`config.mk`:
```
export PLATFORM = sky130hd
export DESIGN_NAME = mart_cell
export DESIGN_NICKNAME = d
export VERILOG_FILES = /design/src/hw/rtl/mart_pkg.sv /design/src/hw/rtl/mart_cell.sv
export SDC_FILE = /design/constraint.sdc
export NUM_CORES = 1
export LEC_CHECK = 0
export BUFFER_PORTS_ARGS = -buffer_cell sky130_fd_sc_hd__buf_4
export CORE_AREA = 2 2 200 202
export CTS_BUF_LIST = sky130_fd_sc_hd__clkbuf_4 sky130_fd_sc_hd__clkbuf_8
export CTS_CLUSTER_DIAMETER = 50
export DETAILED_ROUTE_END_ITERATION = 12
export DIE_AREA = 0 0 202 204
export PLACE_DENSITY_LB_ADDON = 0.25
export SYNTH_ARGS = -nofsm -noshare
export SYNTH_HDL_FRONTEND = slang
export SYNTH_SLANG_ARGS = --single-unit
```
`constraint.sdc`:
```
create_clock -name clock -period 3.85 [get_ports clock]
set_input_delay 0.1925 -clock clock [delete_from_list [all_inputs] [get_ports clock]]
set_output_delay 0.1925 -clock clock [all_outputs]
set_load 0.01 [all_outputs]
```
`src/hw/rtl/mart_pkg.sv`:
```
package mart_pkg;

   localparam int TABLE_ENTRIES_DEF = 32;

   // widths of the packed stream words
   localparam int REQ_TDATA_W = 168;
   localparam int REQ_TUSER_W = 3;
   localparam int RSP_TDATA_W = 88;

   // operation codes
   localparam logic [2:0] OP_LOOKUP    = 3'd0;
   localparam logic [2:0] OP_ADD       = 3'd1;
   localparam logic [2:0] OP_DEL_MATCH = 3'd2;
   localparam logic [2:0] OP_DEL_INDEX = 3'd3;
   localparam logic [2:0] OP_CLEAR     = 3'd4;

   // status codes
   localparam logic [1:0] ST_OK       = 2'd0;
   localparam logic [1:0] ST_FULL     = 2'd1;
   localparam logic [1:0] ST_NOTFOUND = 2'd2;

   // width used to compare a request index against a slot number
   localparam int SLOT_CMP_W = 8;

   typedef struct packed {
      logic [31:0] match_addr;
      logic [31:0] mask;
      logic [15:0] src_port;
      logic [31:0] remap_addr;
      logic [15:0] dst_port;
      logic [31:0] service_id;
   } entry_type;

   typedef struct packed {
      logic [2:0]  operation;
      logic [31:0] addr;
      logic [15:0] port;
      logic [31:0] entry_mask;
      logic [31:0] entry_remap_addr;
      logic [15:0] entry_dst_port;
      logic [31:0] entry_service_id;
      logic [5:0]  index;
   } request_type;

   typedef struct packed {
      logic [31:0] out_addr;
      logic [15:0] out_port;
      logic [31:0] out_service_id;
      logic        hit;
      logic [4:0]  entry_index;
      logic [1:0]  status;
   } result_type;

   // what travels from one cell to the next
   typedef struct packed {
      logic        valid;
      logic        done;
      request_type req;
      result_type  res;
   } token_type;

endpackage

```
`src/hw/rtl/mart_cell.sv`:
```
module mart_cell #(
   parameter int CELL_IDX = 0
) (
   input  logic                clock,
   input  logic                reset,
   input  logic                advance,
   input  mart_pkg::token_type tok_up,
   output mart_pkg::token_type tok_down
);
   import mart_pkg::*;

   token_type tok_ff;
   token_type tok_in;
   entry_type entry_ff;
   entry_type entry_in;

   logic port_ok;
   logic addr_ok;
   logic all_eq;
   logic slot_sel;

   always_comb begin
      port_ok = (entry_ff.src_port == 16'd0) || (tok_up.req.port == 16'd0) ||
                (entry_ff.src_port == tok_up.req.port);
      addr_ok = entry_ff.match_addr == (tok_up.req.addr & entry_ff.mask);
      all_eq  = (entry_ff.match_addr == tok_up.req.addr) &&
                (entry_ff.mask == tok_up.req.entry_mask) &&
                (entry_ff.src_port == tok_up.req.port) &&
                (entry_ff.remap_addr == tok_up.req.entry_remap_addr) &&
                (entry_ff.dst_port == tok_up.req.entry_dst_port) &&
                (entry_ff.service_id == tok_up.req.entry_service_id);
      slot_sel = {{(SLOT_CMP_W - 6){1'b0}}, tok_up.req.index} == SLOT_CMP_W'(CELL_IDX);
   end

   always_comb begin
      tok_in   = tok_up;
      entry_in = entry_ff;
      if (tok_up.valid) begin
         case (tok_up.req.operation)
            OP_LOOKUP: begin
               if (!tok_up.done && (entry_ff.remap_addr != 32'd0) && addr_ok && port_ok) begin
                  tok_in.done               = 1'b1;
                  tok_in.res.out_addr       = entry_ff.remap_addr;
                  tok_in.res.out_port       = (entry_ff.dst_port != 16'd0) ?
                                              entry_ff.dst_port : tok_up.req.port;
                  tok_in.res.out_service_id = entry_ff.service_id;
                  tok_in.res.hit            = 1'b1;
                  tok_in.res.entry_index    = 5'(CELL_IDX);
                  tok_in.res.status         = ST_OK;
               end
            end
            OP_ADD: begin
               // take the first free slot down the row
               if (!tok_up.done && (entry_ff.remap_addr == 32'd0)) begin
                  entry_in.match_addr    = tok_up.req.addr;
                  entry_in.mask          = tok_up.req.entry_mask;
                  entry_in.src_port      = tok_up.req.port;
                  entry_in.remap_addr    = tok_up.req.entry_remap_addr;
                  entry_in.dst_port      = tok_up.req.entry_dst_port;
                  entry_in.service_id    = tok_up.req.entry_service_id;
                  tok_in.done            = 1'b1;
                  tok_in.res.entry_index = 5'(CELL_IDX);
                  tok_in.res.status      = ST_OK;
               end
            end
            OP_DEL_MATCH: begin
               if (!tok_up.done && all_eq) begin
                  entry_in               = '0;
                  tok_in.done            = 1'b1;
                  tok_in.res.entry_index = 5'(CELL_IDX);
                  tok_in.res.status      = ST_OK;
               end
            end
            OP_DEL_INDEX: begin
               if (slot_sel) begin
                  entry_in               = '0;
                  tok_in.done            = 1'b1;
                  tok_in.res.entry_index = 5'(CELL_IDX);
                  tok_in.res.status      = ST_OK;
               end
            end
            OP_CLEAR: begin
               entry_in = '0;
            end
            default: begin
            end
         endcase
      end
   end

   always_ff @(posedge clock) begin
      if (reset) begin
         tok_ff   <= '0;
         entry_ff <= '0;
      end else if (advance) begin
         tok_ff   <= tok_in;
         entry_ff <= entry_in;
      end
   end

   assign tok_down = tok_ff;

endmodule

```
After elaboration in Yosys (flattened, before gate mapping). Index checks and enable logic that the tools add are counted.

Eq/ne operators: 14. Reduce and logical (&&, ||, !) cells: 22. Multiplexer cells: 18. Bitwise logic cells: 1.

Operators with widths (count): $pmux W160 S4 (1); $mux W160 (3); $mux W88 (2); $eq A32 B32 Y1 (5); $mux W81 (1); $and A32 B32 Y32 (1); $eq A16 B16 Y1 (2); $logic_not A16 Y1 (2); $logic_not A32 Y1 (1); $reduce_bool A32 Y1 (1); $pmux W7 S4 (1); $mux W7 (3); $mux W16 (1); $reduce_bool A16 Y1 (1); $logic_and A1 B1 Y1 (10); $eq A3 B2 Y1 const B (2); $logic_not A6 Y1 (1); $ne A2 B2 Y1 const B (3); $reduce_and A6 Y1 (1); $mux W1 (5); $pmux W1 S4 (1); $reduce_bool A4 Y1 (1); $eq A3 B1 Y1 const B (1); $eq A3 B3 Y1 const B (1); 3 further kinds (4).

Flip-flop bits (word level): 419. Input port bits: 262. Logic and storage cells: 77. Output and inout bits: 259.

Logic depth before layout (Yosys ltp). Gate-level depths: netlist of the first run.

Depth in word-level cells: 10. Depth in mapped cells: 9. Depth with buffers taken out: 7.

Worst setup path after synthesis of the first run. No wires, ideal clock.

Path kind: register -> register. Start point: register entry_ff[151] in the netlist's numbering. End point: register entry_ff[100] in the netlist's numbering. Arrival: 2.706 ns. Library setup time: 0.117 ns. Setup slack: 1.027 ns. Data required time: 3.733 ns. Path buffers: 2. Period minus slack after synthesis: 2.823 ns. Stages on the path, launching flop included: 10. Path through: dfxtp_1 xor2_1 or4_1 or4b_1 or4_1 nor2_2 a31oi_2 buf_6 buf_6 a22o_1.

Cells in the longest elaborated chain, start to end: 9.

Ends and longest elaborated chain: from (decl) (RTL line mart_cell.sv:14) `entry_type entry_ff;`; from (signal assigned) (RTL line mart_cell.sv:97) `entry_ff <= entry_in;`; $eq A32 B32 Y1 (RTL line mart_cell.sv:26) `all_eq = (entry_ff.match_addr == tok_up.req.addr) &&`; $logic_and A1 B1 Y1 (RTL line mart_cell.sv:26); $logic_and A1 B1 Y1 (RTL line mart_cell.sv:27) `(entry_ff.mask == tok_up.req.entry_mask) &&`; $logic_and A1 B1 Y1 (RTL line mart_cell.sv:28) `(entry_ff.src_port == tok_up.req.port) &&`; $logic_and A1 B1 Y1 (RTL line mart_cell.sv:29) `(entry_ff.remap_addr == tok_up.req.entry_remap_addr) &&`; $logic_and A1 B1 Y1 (RTL line mart_cell.sv:30) `(entry_ff.dst_port == tok_up.req.entry_dst_port) &&`; $logic_and A1 B1 Y1 (RTL line mart_cell.sv:67) `if (!tok_up.done && all_eq) begin`; $ne A2 B2 Y1 (no source line); $reduce_and A6 Y1 (no source line).

No other way between the ends. A chain may end at the register's enable or synchronous reset.

Worst setup path after layout of the first run.
Start point: register entry_ff[112] in the netlist's numbering. End point: register entry_ff[6] in the netlist's numbering.

Cells in the longest elaborated chain, start to end: 9.

Ends and longest elaborated chain (RTL line): $eq A32 B32 Y1 (mart_cell.sv:27); $logic_and A1 B1 Y1 (mart_cell.sv:26); $logic_and A1 B1 Y1 (mart_cell.sv:27); $logic_and A1 B1 Y1 (mart_cell.sv:28); $logic_and A1 B1 Y1 (mart_cell.sv:29); $logic_and A1 B1 Y1 (mart_cell.sv:30); $logic_and A1 B1 Y1 (mart_cell.sv:67); $ne A2 B2 Y1 (no source line); $reduce_and A6 Y1 (no source line).

No other way between the ends.

==> results of run 1 <==
sequential cells by signal, summed over array words and instances (netlist names):
signal,count
entry_ff,160
tok_down,259
layout make-up:
cell class	instances	area share
diodes	2	0.000194
clock buffers	111	0.0532
clock inverters	7	0.00252
inverters	41	0.00597
multi-input cells	1169	0.329
flip-flops and latches	419	0.325
well taps	525	0.0255
repair buffers	793	0.259
power groups by stage:
stage	logic [mW]	clock network, mW	registers (mW)
floorplan	0.551	0	4.79
global placement	1.38	0	4.72
detailed placement	1.39	0	4.73
CTS	1.62	4.17	4.64
global route	1.75	4.38	4.67
finish	1.65	4.11	4.65
cell usage after synthesis (2+ instances only):
cell,n,area share
a21o_1,20,0.0086
nand2b_1,22,0.0079
a22oi_1,7,0.0030
nand4_1,29,0.010
inv_1,40,0.0086
xor2_1,48,0.024
o2bb2ai_1,3,0.0015
a211oi_1,68,0.029
a21oi_1,10,0.0029
and3b_1,3,0.0015
a221o_1,2,0.0011
nand2_1,44,0.0094
nor3b_1,7,0.0030
a21boi_0,3,0.0013
buf_6,11,0.0071
a2111oi_0,15,0.0075
a22o_1,163,0.082
or4_1,5,0.0021
mux2i_1,249,0.14
or2_2,2,0.00071
nor2b_1,45,0.016
a221oi_1,2,0.0010
nand3_1,8,0.0023
clkbuf_1,72,0.015
buf_1,30,0.0064
nor4_1,36,0.013
xnor2_1,64,0.032
o22ai_1,28,0.010
nor2_1,248,0.053
o2111ai_1,6,0.0030
o21ai_0,3,0.00086
dfxtp_1,419,0.48
nor3_1,5,0.0014
a21bo_2,7,0.0040
and4_1,4,0.0020
per-stage QoR:
step                      hold slack (ps)  cells  utilization
after floorplan                       318   1742            -
after global placement                428   2689        0.556
after detailed placement              437   2689        0.556
after CTS                            19.5   3065        0.658
after global routing                 26.7   3065        0.658
final                                39.9   3067        0.658
kinds of logic after synthesis:
kind of cell,count (synthesis),synth area share
DFF,419,0.479
xor gates and xnor gates,112,0.0560
muxes,249,0.142
and+or+nand+nor,463,0.125
buffers and inverters,154,0.0377
AOI/OAI and AO/OA,345,0.160
layer usage:
metal	vias to the layer above	GRT usage	routed length (um)
met1	8199	0.408	28700
met3	160	0.0807	5710
li1	7788	-	-
met4	0	0.153	2910
met5	-	0	0
met2	806	0.533	32600
path summary, 6_finish.rpt:
check,to,cells past startpoint
hold / removal,tok_down[33],3
setup reg to reg,entry_ff[6],8
setup / recovery,entry_ff[6],8
hold reg to reg,tok_down[258],2
worst max-delay path, delay by kind of cell, from the launching register on:
family	cells	cell delay (ps)
and+or+nand+nor	4	1280
AOI/OAI and AO/OA	3	1080
DFF	1	390
buffers and inverters	1	240
==> flow_summary.ini, run 1 <==
[status]
status = completed

[final_layout]
final_common_cell = buf_4
syn2layout_area_growth_pct = 47.3
num-nets-final = 2759
final_area_sq_um = 25800
final_cell_mix = buf_4, dfxtp_1, dlygate4sd3_1
drive_gt1_frac = 0.262
n_fill_cell = 2993
multi_input_comb_area_sq_um = 8480
seq_area_sq_um = 8390

[pwr]
p_clk_frac = 0.395
combPwrFrac = 0.159
p_leak_nw = 12.1
power.total_mw = 10.4
internal_power_mw = 7.67
irDropWorstVdd_mv = 0.298
power_switching_mw = 2.75
power_frac_seq = 0.446
swShare = 0.264
p_per_area_nw_per_um2 = 404

[setup_path]
reg2reg_from = entry_ff[112]
critPathMaxStageDelay_ps = 620
cp-end-kind = register
cp.arrival_ps = 3730
cp_max_fo = 106
r2r_slack_ps = 620
critPathRequiredTime_ps = 4350
critical_path.slowest_cell = a2111oi_0
crit_path_start = entry_ff[112]
startpoint_type = register
crit_type = register to register
cp_cell_sequence = nor2b_1 > a2111oi_0 > or4b_1 > or4_1 > nor2_2 > a31oi_4 > buf_12 > a22o_1

[place]
placed_area_sq_um = 21800
port_buffers = 520
place_congestion = 0.938
dpl_worst_slack_ps = 671
hpwl_mm = 49.0

[floorplanning]
die_area_sq_um = 41200
dieHeight_um = 204
std_cell_rows = 73
start_util = 0.447
pin_count = 521
die_width_um = 202
placeableCoreArea_sq_um = 39200

[clock_network]
cts-root-buf = clkbuf_8
cts_resized = 0
cts_buffers = 73
cts.sinks = 419
clkLatencyLatePin_ps = 620
holdBufCountCts = 258
h-tree-depth = 3
cts.path.max_buffers = 3
post-cts-setup-buffers = 0
clkSlewWorstSetupHoldPaths_ps = 60
cts_tree = yes

[routing]
dr.first_iter.drc_count = 1437
routed_wirelength_mm = 69.9
wl_per_cell_um = 22.8
dr.pass1.iters = 7
via_per_inst = 5.53
postRouteAntennaNets = 0
via_count = 17000
post-route-drc-count = 0

[synthesis]
synth_seq_area_share = 0.479
synth_cells = 1742
yosysWarnings = 0
synthesis.area_sq_um = 17500
synth_edf_count = 0
synthArstFlopShare = 0
avgSynthCellArea_sq_um = 10.1
ys.flop_type = dfxtp_1
syn_nets = 2004
yosysUniqueCellTypes = 49
ys_seq_elements = 419

[sta]
rsz0062_at_grt = false
finClkSkew_ps = 20.4
max_freq_mhz = 310
fin_crit_ps = 3230
tightest_slew_ps = 1150
slew_headroom = 0.234
finalSetupViolCount = 0
fin_setup_tns_ps = 0
finalCritPeriodShare = 0.839
hold_viol = 0
layout_setup_ws_ps = 619
finalMaxSlewViolations = 0

[global_routing]
overflow = 0
antenna_found_initial = 1
grt_pass1_wl_mm = 103
grt_max_degree = 160
track_usage = 0.327
grt_pass1_vias = 17000

[worst_hold_path]
hp-start = tok_up[33]
hp-class = input pin to register

[flow_run]
drv_cap = 0
(Power assumes the default switching activity.)
==> run 2: changes to the inputs <==
- ABC_AREA: default -> 1
- CORE_AREA: 2 2 200 202 -> default
- CORE_ASPECT_RATIO: default -> 1.2
- CORE_MARGIN: default -> 1.5
- CORE_UTILIZATION: default -> 50
- DIE_AREA: 0 0 202 204 -> default
- clock period: 3.85 -> 2.8 ns (I/O delays scaled with it)
==> run 2 against run 1 <==
Cell count grew 46%. Largest power group unchanged. Fmax grew 28%. Combinational power grew 84%. Critical path depth grew 5. Die area grew 1.6%. Clock skew grew 3.9 ps. Global-route usage grew 5.1 points. Critical path type unchanged. Final area grew 12%.
==> flow_summary.ini, run 2 <==
[global_routing]
track_usage = 0.378
overflow = 0
grt_pass1_vias = 23500
grt_max_degree = 240
antenna_found_initial = 10
grt_pass1_wl_mm = 126

[sta]
max_freq_mhz = 395
tightest_slew_ps = 1040
fin_setup_tns_ps = 0
rsz0062_at_grt = false
hold_viol = 0
finalSetupViolCount = 0
whs_ps = 288
finClkSkew_ps = 24.3
slew_headroom = 0.308
layout_setup_ws_ps = 268
finalCritPeriodShare = 0.904
fin_crit_ps = 2530
finalMaxSlewViolations = 0

[place]
port_buffers = 520
hpwl_mm = 55.3
dpl_worst_slack_ps = 268
place_congestion = 1.00

[routing]
via_count = 23900
wl_per_cell_um = 18.2
dr.first_iter.drc_count = 2381
post-route-drc-count = 0
postRouteAntennaNets = 0
routed_wirelength_mm = 81.5
via_per_inst = 5.36
dr.pass1.iters = 6

[synthesis]
synth_seq_area_share = 0.413
synthArstFlopShare = 0
yosys.area.top_type = dfxtp_1
synth_cells = 3170
ys.flop_type = dfxtp_1
synth.most_common_cell = nand2_1
yosysUniqueCellTypes = 28
synthesis.area_sq_um = 20300
yosysWarnings = 0
ys_top_cells_by_count = nand2_1, nor2_1, dfxtp_1
synthTopCellsByArea = dfxtp_1, nand2_1, nor2_1
syn_nets = 3432
ys_seq_elements = 419
synth_edf_count = 0
avgSynthCellArea_sq_um = 6.41
synth_top_area_frac = 0.413

[worst_hold_path]
hp-class = input pin to register
hp-start = tok_up[112]

[floorplanning]
pin_count = 521
std_cell_rows = 80
dieHeight_um = 224
start_util = 0.509
die_area_sq_um = 41900
die_width_um = 187
placeableCoreArea_sq_um = 39900

[clock_network]
cts_buffers = 70
cts_tree = yes
h-tree-depth = 3
cts.path.max_buffers = 3
clkSlewWorstSetupHoldPaths_ps = 60
cts-root-buf = clkbuf_8
clkLatencyLatePin_ps = 630
cts.sinks = 419

[setup_path]
cp.arrival_ps = 3070
cp-end-kind = register
path_common_cell = nand3_1
crit_type = register to register
crit_path_start = entry_ff[113]
path_buf_inv = 2
critical_path.slowest_cell = dfxtp_1
cp_max_fo = 36
cp_top_family = simple AND/OR/NAND/NOR gates
cp_cell_sequence = inv_1 > nand2_1 > o21ai_0 > nor2_1 > nand3_1 > nor2_1 > nand3_1 > nor2_4 > nand2_4 > buf_12 > nand2_1 > nand3_1 > a21oi_1
startpoint_type = register
critPathRequiredTime_ps = 3330
critPathMaxStageDelay_ps = 540
reg2reg_from = entry_ff[113]

[final_layout]
final_cell_mix = nand2_1, buf_4, nor2_1
num-nets-final = 4137
final_common_cell = nand2_1
syn2layout_area_growth_pct = 41.9
largest_register_ffs = 259
drive_gt1_frac = 0.183

[flow_run]
drv_cap = 0

[pwr]
p_leak_nw = 14.0
power.total_mw = 15.8
p_per_area_nw_per_um2 = 548
irDropWorstVdd_mv = 0.448

[status]
status = completed
-- run 2: changes by cell type after synthesis, sizes merged, moves of 236 or more --
cell / before / now
mux2i: 249 / 0
inv: 40 / 329
a21oi: 10 / 266
nor2: 249 / 507
nand3: 8 / 244
nand2: 44 / 855
-- run 2: area by class of cell --
class / count / area (sq um)
fill: 3145 / 11100
antenna: 10 / 25.0
multi-input combinational: 2231 / 9910
inverter: 332 / 1260
timing repair buffer: 821 / 7000
clock buffer: 106 / 1390
clock inverter: 16 / 189
sequential: 419 / 8390
tap: 533 / 667
-- run 2: repair_timing --
| action | in CTS | in global routing |
|---|---|---|
| endpoints found under the setup margin | 0 | 21 |
| buffers inserted | 0 | 0 |
| hold buffers | 262 | 0 |
| endpoints found under the hold margin | 419 | 0 |
| resized for setup | 0 | 1 |
-- run 2: through the flow --
| stage | instances | utilization | area (sq um) |
|---|---|---|---|
| 2_1_floorplan | 3170 | - | 20300 |
| 3_3_place_gp | 4074 | 0.616 | 24600 |
| 3_5_place_dp | 4074 | 0.616 | 24600 |
| 4_1_cts | 4458 | 0.721 | 28800 |
| 5_1_grt | 4466 | 0.722 | 28800 |
| 6_report | 4468 | 0.722 | 28800 |
-- run 2: layer usage --
| metal | up-vias | share of wire | global-route usage |
|---|---|---|---|
| li1 | 11400 | - | - |
| met2 | 1294 | 0.47 | 0.647 |
| met1 | 10900 | 0.38 | 0.427 |
| met4 | 2 | 0.067 | 0.239 |
| met5 | - | 0.00013 | 0 |
| met3 | 323 | 0.085 | 0.0835 |
-- run 2: where the power goes --
part | internal [mW] | switching [mW] | total [mW]
clock | 3.54 | 2.63 | 6.17
combinational | 1.35 | 1.68 | 3.03
sequential | 6.33 | 0.266 | 6.60
-- run 2: worst register-to-register path, delay by kind of cell, from the launching register on --
kind	cells	cell delay, ps
compound gates	2	310
buf+inv	2	350
flops	1	540
simple gates	9	1250
-- run 2: cells by family (layout without fill, tap and decap cells) --
family                    Yosys count  after routing  share of synthesized area
and+or+nand+nor                  1683           1683                      0.338
buffers and inverters             520           1275                      0.102
AOI/OAI and AO/OA                 485            485                      0.120
DFF                               419            419                      0.413
xor gates and xnor gates           63             63                     0.0272
other                               0             10                          0
-- run 2: worst paths after layout --
| check | endpoint | slack, ps | cells after the start |
|---|---|---|---|
| worst max-delay path | tok_down[80] | 270 | 13 |
| worst min-delay path | entry_ff[18] | 290 | 4 |
| worst max register to register | tok_down[80] | 270 | 13 |
| worst min register to register | tok_down[24] | 470 | 2 |
